## config.mk

```make
export PLATFORM = sky130hd
export DESIGN_NAME = byte_ring_fifo
export DESIGN_NICKNAME = d
export VERILOG_FILES = /design/src/hdl/brf_pkg.sv /design/src/hdl/brf_ram.sv /design/src/hdl/brf_ctrl.sv /design/src/hdl/byte_ring_fifo.sv
export SDC_FILE = /design/constraint.sdc
export NUM_CORES = 2
export LEC_CHECK = 0
export BUFFER_PORTS_ARGS = -buffer_cell sky130_fd_sc_hd__buf_2
export CAP_MARGIN = 20
export CORE_ASPECT_RATIO = 0.7
export CORE_MARGIN = 2
export CORE_UTILIZATION = 45
export DETAILED_ROUTE_END_ITERATION = 6
export GPL_TIMING_DRIVEN = 0
export PLACE_DENSITY = 0.58
export SYNTH_ARGS = -nofsm -noshare
export SYNTH_HDL_FRONTEND = slang
export SYNTH_SLANG_ARGS = --single-unit
```

## constraint.sdc

```tcl
create_clock -name clk -period 6.3 [get_ports clk]
set_input_delay 0.945 -clock clk [delete_from_list [all_inputs] [get_ports clk]]
set_output_delay 0.945 -clock clk [all_outputs]
set_load 0.01 [all_outputs]
```

## src/hdl/brf_pkg.sv

```systemverilog
package brf_pkg;

	localparam int ADDR_W = 8;
	localparam int DATA_W = 8;
	localparam int MAX_SLOTS = 256;
	localparam logic [ADDR_W-1:0] RING_SIZE_RST = 8'd255;
	localparam logic [ADDR_W-1:0] RING_SIZE_MIN = 8'd2;

	typedef enum logic [1:0] {
		OP_PUSH  = 2'd0,
		OP_POP   = 2'd1,
		OP_PEEK  = 2'd2,
		OP_CLEAR = 2'd3
	} op_t;

	typedef struct packed {
		op_t              op;
		logic [DATA_W-1:0] data_in;
	} cmd_t;

	typedef struct packed {
		logic              ok;
		logic [DATA_W-1:0] data_out;
		logic              is_empty;
		logic              is_full;
		logic [ADDR_W-1:0] used_count;
		logic [ADDR_W-1:0] free_count;
		logic              overflow_seen;
	} rsp_t;

	// memory access request from the control unit
	typedef struct packed {
		logic              we;
		logic [ADDR_W-1:0] waddr;
		logic [DATA_W-1:0] wdata;
		logic              re;
		logic [ADDR_W-1:0] raddr;
	} mem_req_t;

	// status of one operation, valid in the cycle after acceptance
	typedef struct packed {
		logic              valid;
		logic              ok;
		logic              rd;
		logic              is_empty;
		logic              is_full;
		logic [ADDR_W-1:0] used_count;
		logic [ADDR_W-1:0] free_count;
		logic              overflow_seen;
	} stat_t;

	// pointer step inside a ring of size slots (p < size)
	function automatic logic [ADDR_W-1:0] ring_next(input logic [ADDR_W-1:0] p,
			input logic [ADDR_W-1:0] size);
		logic [ADDR_W:0] n;
		n = {1'b0, p} + {{ADDR_W{1'b0}}, 1'b1};
		if (n == {1'b0, size}) begin
			return '0;
		end
		return n[ADDR_W-1:0];
	endfunction

endpackage

```

## src/hdl/brf_ram.sv

```systemverilog
module brf_ram #(
	parameter int AW = 8,
	parameter int DW = 8
) (
	input  logic          clk,
	input  logic          we,
	input  logic [AW-1:0] waddr,
	input  logic [DW-1:0] wdata,
	input  logic          re,
	input  logic [AW-1:0] raddr,
	output logic [DW-1:0] rdata
);

	logic [DW-1:0] mem [2**AW];
	logic [DW-1:0] rdata_q;

	always_ff @(posedge clk) begin
		if (we) begin
			mem[waddr] <= wdata;
		end
		if (re) begin
			rdata_q <= mem[raddr];
		end
	end

	assign rdata = rdata_q;

endmodule

```

## src/hdl/brf_ctrl.sv

```systemverilog
module brf_ctrl import brf_pkg::*; (
	input  logic              clk,
	input  logic              arst_n,
	input  logic              accept,
	input  cmd_t              cmd,
	input  logic              cfg_we,
	input  logic [ADDR_W-1:0] cfg_data,
	output mem_req_t          mem_req,
	output stat_t             stat
);

	logic [ADDR_W-1:0] wp_q, rp_q, size_q;
	logic              ovf_q;

	logic [ADDR_W-1:0] size_eff, wp_inc, rp_inc, wp_n, rp_n, diff, used, free;
	logic              ovf_n, ok, rd, has_data, full_now;

	stat_t stat_s1;

	assign size_eff = (size_q < RING_SIZE_MIN) ? RING_SIZE_MIN : size_q;
	assign wp_inc   = ring_next(wp_q, size_eff);
	assign rp_inc   = ring_next(rp_q, size_eff);
	assign has_data = (wp_q != rp_q);
	assign full_now = (wp_inc == rp_q);

	always_comb begin
		wp_n  = wp_q;
		rp_n  = rp_q;
		ovf_n = ovf_q;
		ok    = 1'b0;
		rd    = 1'b0;
		case (cmd.op)
			OP_PUSH: begin
				if (full_now) begin
					ovf_n = 1'b1;
				end else begin
					wp_n = wp_inc;
					ok   = 1'b1;
				end
			end
			OP_POP: begin
				if (has_data) begin
					rp_n = rp_inc;
					ok   = 1'b1;
					rd   = 1'b1;
				end
			end
			OP_PEEK: begin
				if (has_data) begin
					ok = 1'b1;
					rd = 1'b1;
				end
			end
			OP_CLEAR: begin
				wp_n  = '0;
				rp_n  = '0;
				ovf_n = 1'b0;
				ok    = 1'b1;
			end
			default: begin
				ok = 1'b0;
			end
		endcase
	end

	// occupancy after the operation; wrap case adds the ring size mod 256
	assign diff = wp_n - rp_n;
	assign used = (wp_n >= rp_n) ? diff : diff + size_eff;
	assign free = size_eff - 8'd1 - used;

	assign mem_req.we    = accept && (cmd.op == OP_PUSH) && !full_now;
	assign mem_req.waddr = wp_q;
	assign mem_req.wdata = cmd.data_in;
	assign mem_req.re    = accept && rd;
	assign mem_req.raddr = rp_q;

	always_ff @(posedge clk or negedge arst_n) begin
		if (!arst_n) begin
			wp_q    <= '0;
			rp_q    <= '0;
			ovf_q   <= 1'b0;
			size_q  <= RING_SIZE_RST;
			stat_s1 <= '0;
		end else begin
			stat_s1.valid <= accept;
			if (cfg_we) begin
				size_q <= cfg_data;
				wp_q   <= '0;
				rp_q   <= '0;
				ovf_q  <= 1'b0;
			end else if (accept) begin
				wp_q  <= wp_n;
				rp_q  <= rp_n;
				ovf_q <= ovf_n;
			end
			if (accept) begin
				stat_s1.ok            <= ok;
				stat_s1.rd            <= rd;
				stat_s1.is_empty      <= (wp_n == rp_n);
				stat_s1.is_full       <= (ring_next(wp_n, size_eff) == rp_n);
				stat_s1.used_count    <= used;
				stat_s1.free_count    <= free;
				stat_s1.overflow_seen <= ovf_n;
			end
		end
	end

	assign stat = stat_s1;

endmodule

```

## src/hdl/byte_ring_fifo.sv

```systemverilog
// Byte FIFO on a circular store of ring_size slots (one slot always left
// empty, so at most ring_size-1 bytes are held). A command (push, pop, peek
// or clear) is taken at a clock edge where start is high and busy is low;
// one command can be taken every clock while busy is low. Its result
// appears on rsp in the next cycle, flagged by result_valid for that
// single cycle. There is no back pressure on the result side: capture
// it when result_valid is high. Status and read data are both registered.
// busy is high only while a cfg write is offered; a cfg write sets the
// ring size and also empties the FIFO and clears the overflow flag.
// Sizes 0 and 1 act as 2. Write cfg only when no result is still due.
module byte_ring_fifo import brf_pkg::*; (
	input  logic              clk,
	input  logic              arst_n,
	input  logic              start,
	output logic              busy,
	input  cmd_t              cmd,
	output logic              result_valid,
	output rsp_t              rsp,
	input  logic              cfg_valid,
	output logic              cfg_ready,
	input  logic [ADDR_W-1:0] cfg_data
);

	logic     accept;
	mem_req_t mem_req;
	stat_t    stat;
	logic [DATA_W-1:0] rdata;

	// cfg transfer always completes at once; it blocks commands that cycle
	assign cfg_ready = 1'b1;
	assign busy      = cfg_valid;
	assign accept    = start && !busy;

	// pointers, flags and status update
	brf_ctrl u_ctrl (
		.clk     (clk),
		.arst_n  (arst_n),
		.accept  (accept),
		.cmd     (cmd),
		.cfg_we  (cfg_valid && cfg_ready),
		.cfg_data(cfg_data),
		.mem_req (mem_req),
		.stat    (stat)
	);

	// slot store; a push writes at the edge it is taken, so a pop in the
	// very next cycle already reads the new byte
	brf_ram #(
		.AW(ADDR_W),
		.DW(DATA_W)
	) u_ram (
		.clk  (clk),
		.we   (mem_req.we),
		.waddr(mem_req.waddr),
		.wdata(mem_req.wdata),
		.re   (mem_req.re),
		.raddr(mem_req.raddr),
		.rdata(rdata)
	);

	assign result_valid      = stat.valid;
	assign rsp.ok            = stat.ok;
	assign rsp.data_out      = stat.rd ? rdata : '0;
	assign rsp.is_empty      = stat.is_empty;
	assign rsp.is_full       = stat.is_full;
	assign rsp.used_count    = stat.used_count;
	assign rsp.free_count    = stat.free_count;
	assign rsp.overflow_seen = stat.overflow_seen;

endmodule

```

# == Word-level counts from Yosys, hierarchy flattened ==
# Memories as Yosys holds them, arrays and structs flattened. A register that Yosys moved wholly into a read port is not among the register bits.
# Index checks and enable logic that the tools add are counted.
# op_classes
n_lt_le_gt_ge,2
n_reduce_logical,9
addsub,7
n_mux,32
n_eq_ne,10
# ops
op,count
2-to-1 mux 8 bit,16
case mux 8 bit (2 select lines),2
"adder 8 x 1 -> 9 bit, second input constant",3
== test 9 x 8 -> 1 bit,3
== test 8 bit,3
subtractor 8 bit,2
2-to-1 mux 1 bit,12
adder 8 bit,1
greater-or-equal comparator 8 bit,1
"less-than comparator 8 x 2 -> 1 bit, second input constant",1
!= test 8 bit,1
"subtractor 8 x 1 -> 8 bit, second input constant",1
"== test 2 bit, second input constant",2
logical AND 1 bit,4
case mux 1 bit (3 select lines),1
"== test 2 x 1 -> 1 bit, second input constant",1
logical NOT 1 bit,2
logical NOT 2 bit,1
case mux 1 bit (2 select lines),1
nonzero test 2 bit,1
OR reduction 2 bit,1
# totals
ram_bits,2048
output_inout_bits,31
n_memories,1
reg_bits,47
in_bits,22
# mem_list
memory,depth,width,read_ports,rd_ports_with_merged_regs,wr,line_no,text
u_ram.mem,256,8,1,1,1,brf_ram.sv:14,logic [DW-1:0] mem [2**AW];

# == Logic depth before layout (Yosys ltp) ==
# depth
ltp_word,15
mapped_depth,36
ltp_nobuf,31

# == Modules after synthesis ==
# From an unflattened synthesis, not the netlist that was laid out.
# unflattened
cells_unflattened,4338
hier_area_um2,84798.8
# modules_own_cells
module,area_each_um2,instances,seq_area_each_um2,cells_per_inst
brf_ram,79636.4,1,61739.2,3733
brf_ctrl,5087.4,1,1186.1,593
byte_ring_fifo,75.1,1,0.0,12

# == Least setup slack after synthesis ==
# Ideal clock, no wire load.
# synth_timing
path_type,register to register
start,register u_ctrl.wp_q[0]
end,"register u_ctrl.stat_s1, in the netlist u_ctrl.stat[8]"
setup_slack_ps,-210
stages_incl_launch_ff,35
arrival_time_ps,6374
required_ps,6164
path_cell_list,dfrtp_1 > ha_1 > buf_4 > xor2_2 > xnor2_1 > nor2_1 > nand4_2 > nor4_1 > o32a_4 > buf_2 > nand2_1 > o21a_1 > clkbuf_1 > inv_1 > ha_1 > fa_1 > inv_1 > a21o_1 > a21oi_1 > o21bai_1 > a21o_1 > a21o_1 > a211o_1 > clkbuf_1 > o21ai_0 > ha_1 > a21o_1 > a21oi_1 > nor2b_1 > o21ai_0 > nand2b_1 > maj3_1 > maj3_1 > xnor2_1 > o21ai_0
# synth_via
elab_chain_len,11
elab_cells_between_ends,15
classes_between,4 x add/sub; 1 x order compare; 3 x eq/ne; 7 x mux
# synth_lines
item,line_no,text
from (decl),brf_ctrl.sv:12,"logic [ADDR_W-1:0] wp_q, rp_q, size_q;"
from (signal assigned),brf_ctrl.sv:92,wp_q <= wp_n;
adder 8 x 1 -> 9 bit,brf_pkg.sv:56,"n = {1'b0, p} + {{ADDR_W{1'b0}}, 1'b1};"
== test 9 x 8 -> 1 bit,brf_pkg.sv:57,"if (n == {1'b0, size}) begin"
2-to-1 mux 1 bit,brf_pkg.sv:57,
2-to-1 mux 8 bit,brf_pkg.sv:60,return n[ADDR_W-1:0];
== test 8 bit,brf_ctrl.sv:24,assign full_now = (wp_inc == rp_q);
2-to-1 mux 8 bit,brf_ctrl.sv:34,if (full_now) begin
case mux 8 bit (2 select lines),brf_ctrl.sv:32,case (cmd.op)
subtractor 8 bit,brf_ctrl.sv:67,assign diff = wp_n - rp_n;
adder 8 bit,brf_ctrl.sv:68,assign used = (wp_n >= rp_n) ? diff : diff + size_eff;
2-to-1 mux 8 bit *,brf_ctrl.sv:68,
subtractor 8 bit *,brf_ctrl.sv:69,assign free = size_eff - 8'd1 - used;
to (decl),brf_ctrl.sv:18,stat_t stat_s1;
# Every way passes the cells marked *; elsewhere a longest branch is shown, timed or not.
# A chain may end at the register's enable or synchronous reset.

# == Worst setup path after layout ==
# Ends and elaborated chain as after synthesis.

==> impl_metrics.tcl <==
set metrics [dict create \
    coreArea_um2 185000 \
    grt_overflow 0 \
    holdWs_ns 0.339 \
    hp-class "in -> reg" \
    syn_avg_cell_area_um2 21.9 \
    die_area_um2 190000 \
    vias 42200 \
    grt.met3_usage_pct 6.98 \
    layout-area-overhead-vs-synth_pct 14.4 \
    finish.utilization_pct 51.8 \
    layoutNonFillerInstCount 6837 \
    synth_area_leaders "edfxtp_1 74%, mux4_2 18%, nor2_1 1.4%" \
    synth-edff-count 2056 \
    drv_cap 0 \
    syn-cell-area_um2 83800 \
    async_reset_ff_share_pct 2.23 \
    gp_congestion 0.894 \
    leakage_uw 0.0292 \
    status "finished, violations left" \
    die_h_um 365 \
    timing.rr.start "u_ctrl.wp_q[0]$_DFFE_PN0P_" \
    grt_setup_unrepaired "yes" \
    ys_ff_latch 2103 \
    antenna_found_initial 23 \
    min_to "u_ctrl.size_q[2]$_DFFE_PN1P_" \
    post-route-cell-area_um2 95900 \
    critPathLaunchType "register" \
    num_rows 132 \
    setup_viol 1 \
    dr.pass1.iters 6 \
    cts_buffers 197 \
    cts_buffer_depth 4 \
    tightest_slew_ns 1.24 \
    synth_top_cell_by_area "edfxtp_1" \
    critPathArrivalTime_ns 7.06 \
    end_kind "register" \
    io_pins 53 \
    hold_viol 0 \
    ys.flop_type "edfxtp_1" \
    root_buffer "clkbuf_16" \
    numClockSinks 2103 \
    period_needed_ns 6.36 \
    grt_use_total_pct 24.5 \
    synth.distinct_cells 76 \
    grt_first_pass_wirelength_um 321000 \
    yosysWarnings 0 \
    use_met1_pct 39.4 \
    cp_top_family "compound AO/OA/AOI/OAI gates" \
    setup_slack_ns -0.0646 \
    whs_path_depth 3 \
    clk_pin_slew_ns 0.07 \
    post-place-cells 6420 \
    cp_slowest_cell "dfrtp_1" \
    drive_gt1_share_pct 29.5 \
    fmax_mhz 157 \
    worstHoldStart "cfg_data[2]" \
    r2r_cells 32 \
    cts_max_level 4 \
    grt_max_degree 141 \
    r2r-end "u_ctrl.stat[8]$_DFFE_PN0P_" \
    postRouteAntennaNets 0 \
    drcViolationCount 0 \
    final_cell_mix "2056 x edfxtp_1, 680 x mux4_2, 306 x nor2_1" \
    start_util_pct 45.3 \
    final-max-slew-violation-count 0 \
    io_buffer_count 50 \
    cpMostUsedCell "a21o_1" \
    syn_nets 3876 \
    dpl.hpwl_um 156000 \
    ir_drop_uv 217 \
    grt_util_met2_pct 33.2 \
    violations "negative setup slack" \
    crit_type "reg -> reg" \
    r2r_slack_ns -0.06 \
    synth_top_cell_area_share_pct 73.6 \
    wl_per_cell_um 34.1 \
    wirelength_um 233000 \
    final_common_cell "edfxtp_1" \
    vias_per_cell 6.18 \
    slew_headroom_pct 17.1 \
    crit_required_ns 6.99 \
    finalCritPeriodShare_pct 101 \
    fillers 14500 \
    clkLatencyLatePin_ns 0.86 \
    grt_busiest_layer "met1" \
    critPathBufInv 5 \
    synth.yosys.seq_area_share_pct 75.1 \
    max_stage_delay_ns 0.42 \
    placed_cell_area_um2 88600 \
    finalNetCount 4256 \
    die_w_um 520 \
    drtIter0Drc 6570 \
    syn-instance-count 3821 \
    crit_fanout 8 \
    cts_tree "built" \
    finClkSkew_ns 0.0509 \
    grt_pass1_vias 40300 \
    power_density_nw_per_um2 316 \
]
[timing repair]
action,CTS,global route
buffers inserted,28,19
gates cloned,0,0
endpoints found under the setup margin,11,4
hold buffers,1,0
hold endpoints to repair,4,0
resized for setup,74,41
pin swaps,17,31
[report_power, final]
part | internal, µW | leakage, µW | switching (µW)
registers | 15400 | 0.0191 | 44.5
logic | 1340 | 0.00716 | 1800
clock network | 6600 | 0.00302 | 5120
total | 23400 | 0.0292 | 6970
[cells in the mapped netlist, types with 27 or more instances]
cell         n
inv_1       33
mux4_2     680
nand2_1     72
xnor2_1     40
ha_1        30
o21ai_0     36
dfrtp_1     39
nor2_1     310
clkbuf_1   162
buf_1       58
edfxtp_1  2056
buf_4       27
[through the flow]
| step | TNS [ns] | setup WS (ns) | power (µW) |
|---|---|---|---|
| after CTS | 0 | 0.00171 | 30300 |
| after global placement | -234.38 | -2.18 | 18500 |
| after detailed placement | -7.20 | -1.59 | 18600 |
| after global routing | -0.467 | -0.231 | 31100 |
| final | -0.0646 | -0.0646 | 30300 |
| after floorplan | 0 | 0.0245 | 17300 |
[tightest hold or removal path, delay by kind of cell]
kind	cells	cell delay (ns)
compound gates	1	0.06
buf+inv	1	0.08
simple gates	1	0.04
[layer usage]
layer / up-vias / part of all wire, % / wire length, µm
li1: 16700 / - / -
met1: 23000 / 45 / 105000
met2: 2217 / 42 / 97100
met3: 282 / 12 / 27000
met4: 2 / 1.9 / 4490
met5: - / 0.0051 / 12
[registers in the layout (all words and copies together) (netlist names)]
signal and flops:
u_ram.mem 2048, u_ctrl.stat 22, u_ctrl.rp_q 8, u_ctrl.size_q 8, u_ctrl.wp_q 8, u_ram.rdata 8
u_ctrl.ovf_q 1
[cells by family after synthesis]
group           synth area share (%)
buf+inv                         1.43
mux                             18.5
simple gates                    2.53
compound gates                  1.14
xor+xnor                       0.763
other cells                  0.00447
flops                           75.1
fa+ha+maj                      0.555
[worst max path at each step]
stage                                      start                    endpoint  cells past startpoint
floorplan             u_ctrl.wp_q[0]$_DFFE_PN0P_  u_ctrl.stat[8]$_DFFE_PN0P_                     34
global placement      u_ctrl.rp_q[2]$_DFFE_PN0P_  u_ctrl.stat[8]$_DFFE_PN0P_                     26
detailed placement    u_ctrl.rp_q[0]$_DFFE_PN0P_  u_ctrl.stat[8]$_DFFE_PN0P_                     29
CTS                 u_ctrl.size_q[5]$_DFFE_PN1P_  u_ctrl.stat[8]$_DFFE_PN0P_                     31
global route          u_ctrl.wp_q[0]$_DFFE_PN0P_  u_ctrl.stat[8]$_DFFE_PN0P_                     32
finish                u_ctrl.wp_q[0]$_DFFE_PN0P_  u_ctrl.stat[8]$_DFFE_PN0P_                     32
[final cells by class]
class	instances	area [µm²]	share of cell area, %
clock buffer	242	5150	5.37
buffer	249	1180	1.23
timing repair buffer	187	2290	2.39
clock inverter	103	992	1.03
sequential	2103	62900	65.6
tap	2479	3100	3.24
antenna	11	27.5	0.0287
inverter	34	134	0.140
multi-input combinational	1429	20100	20.9
Note: power is estimated with default switching activity, not from simulation.
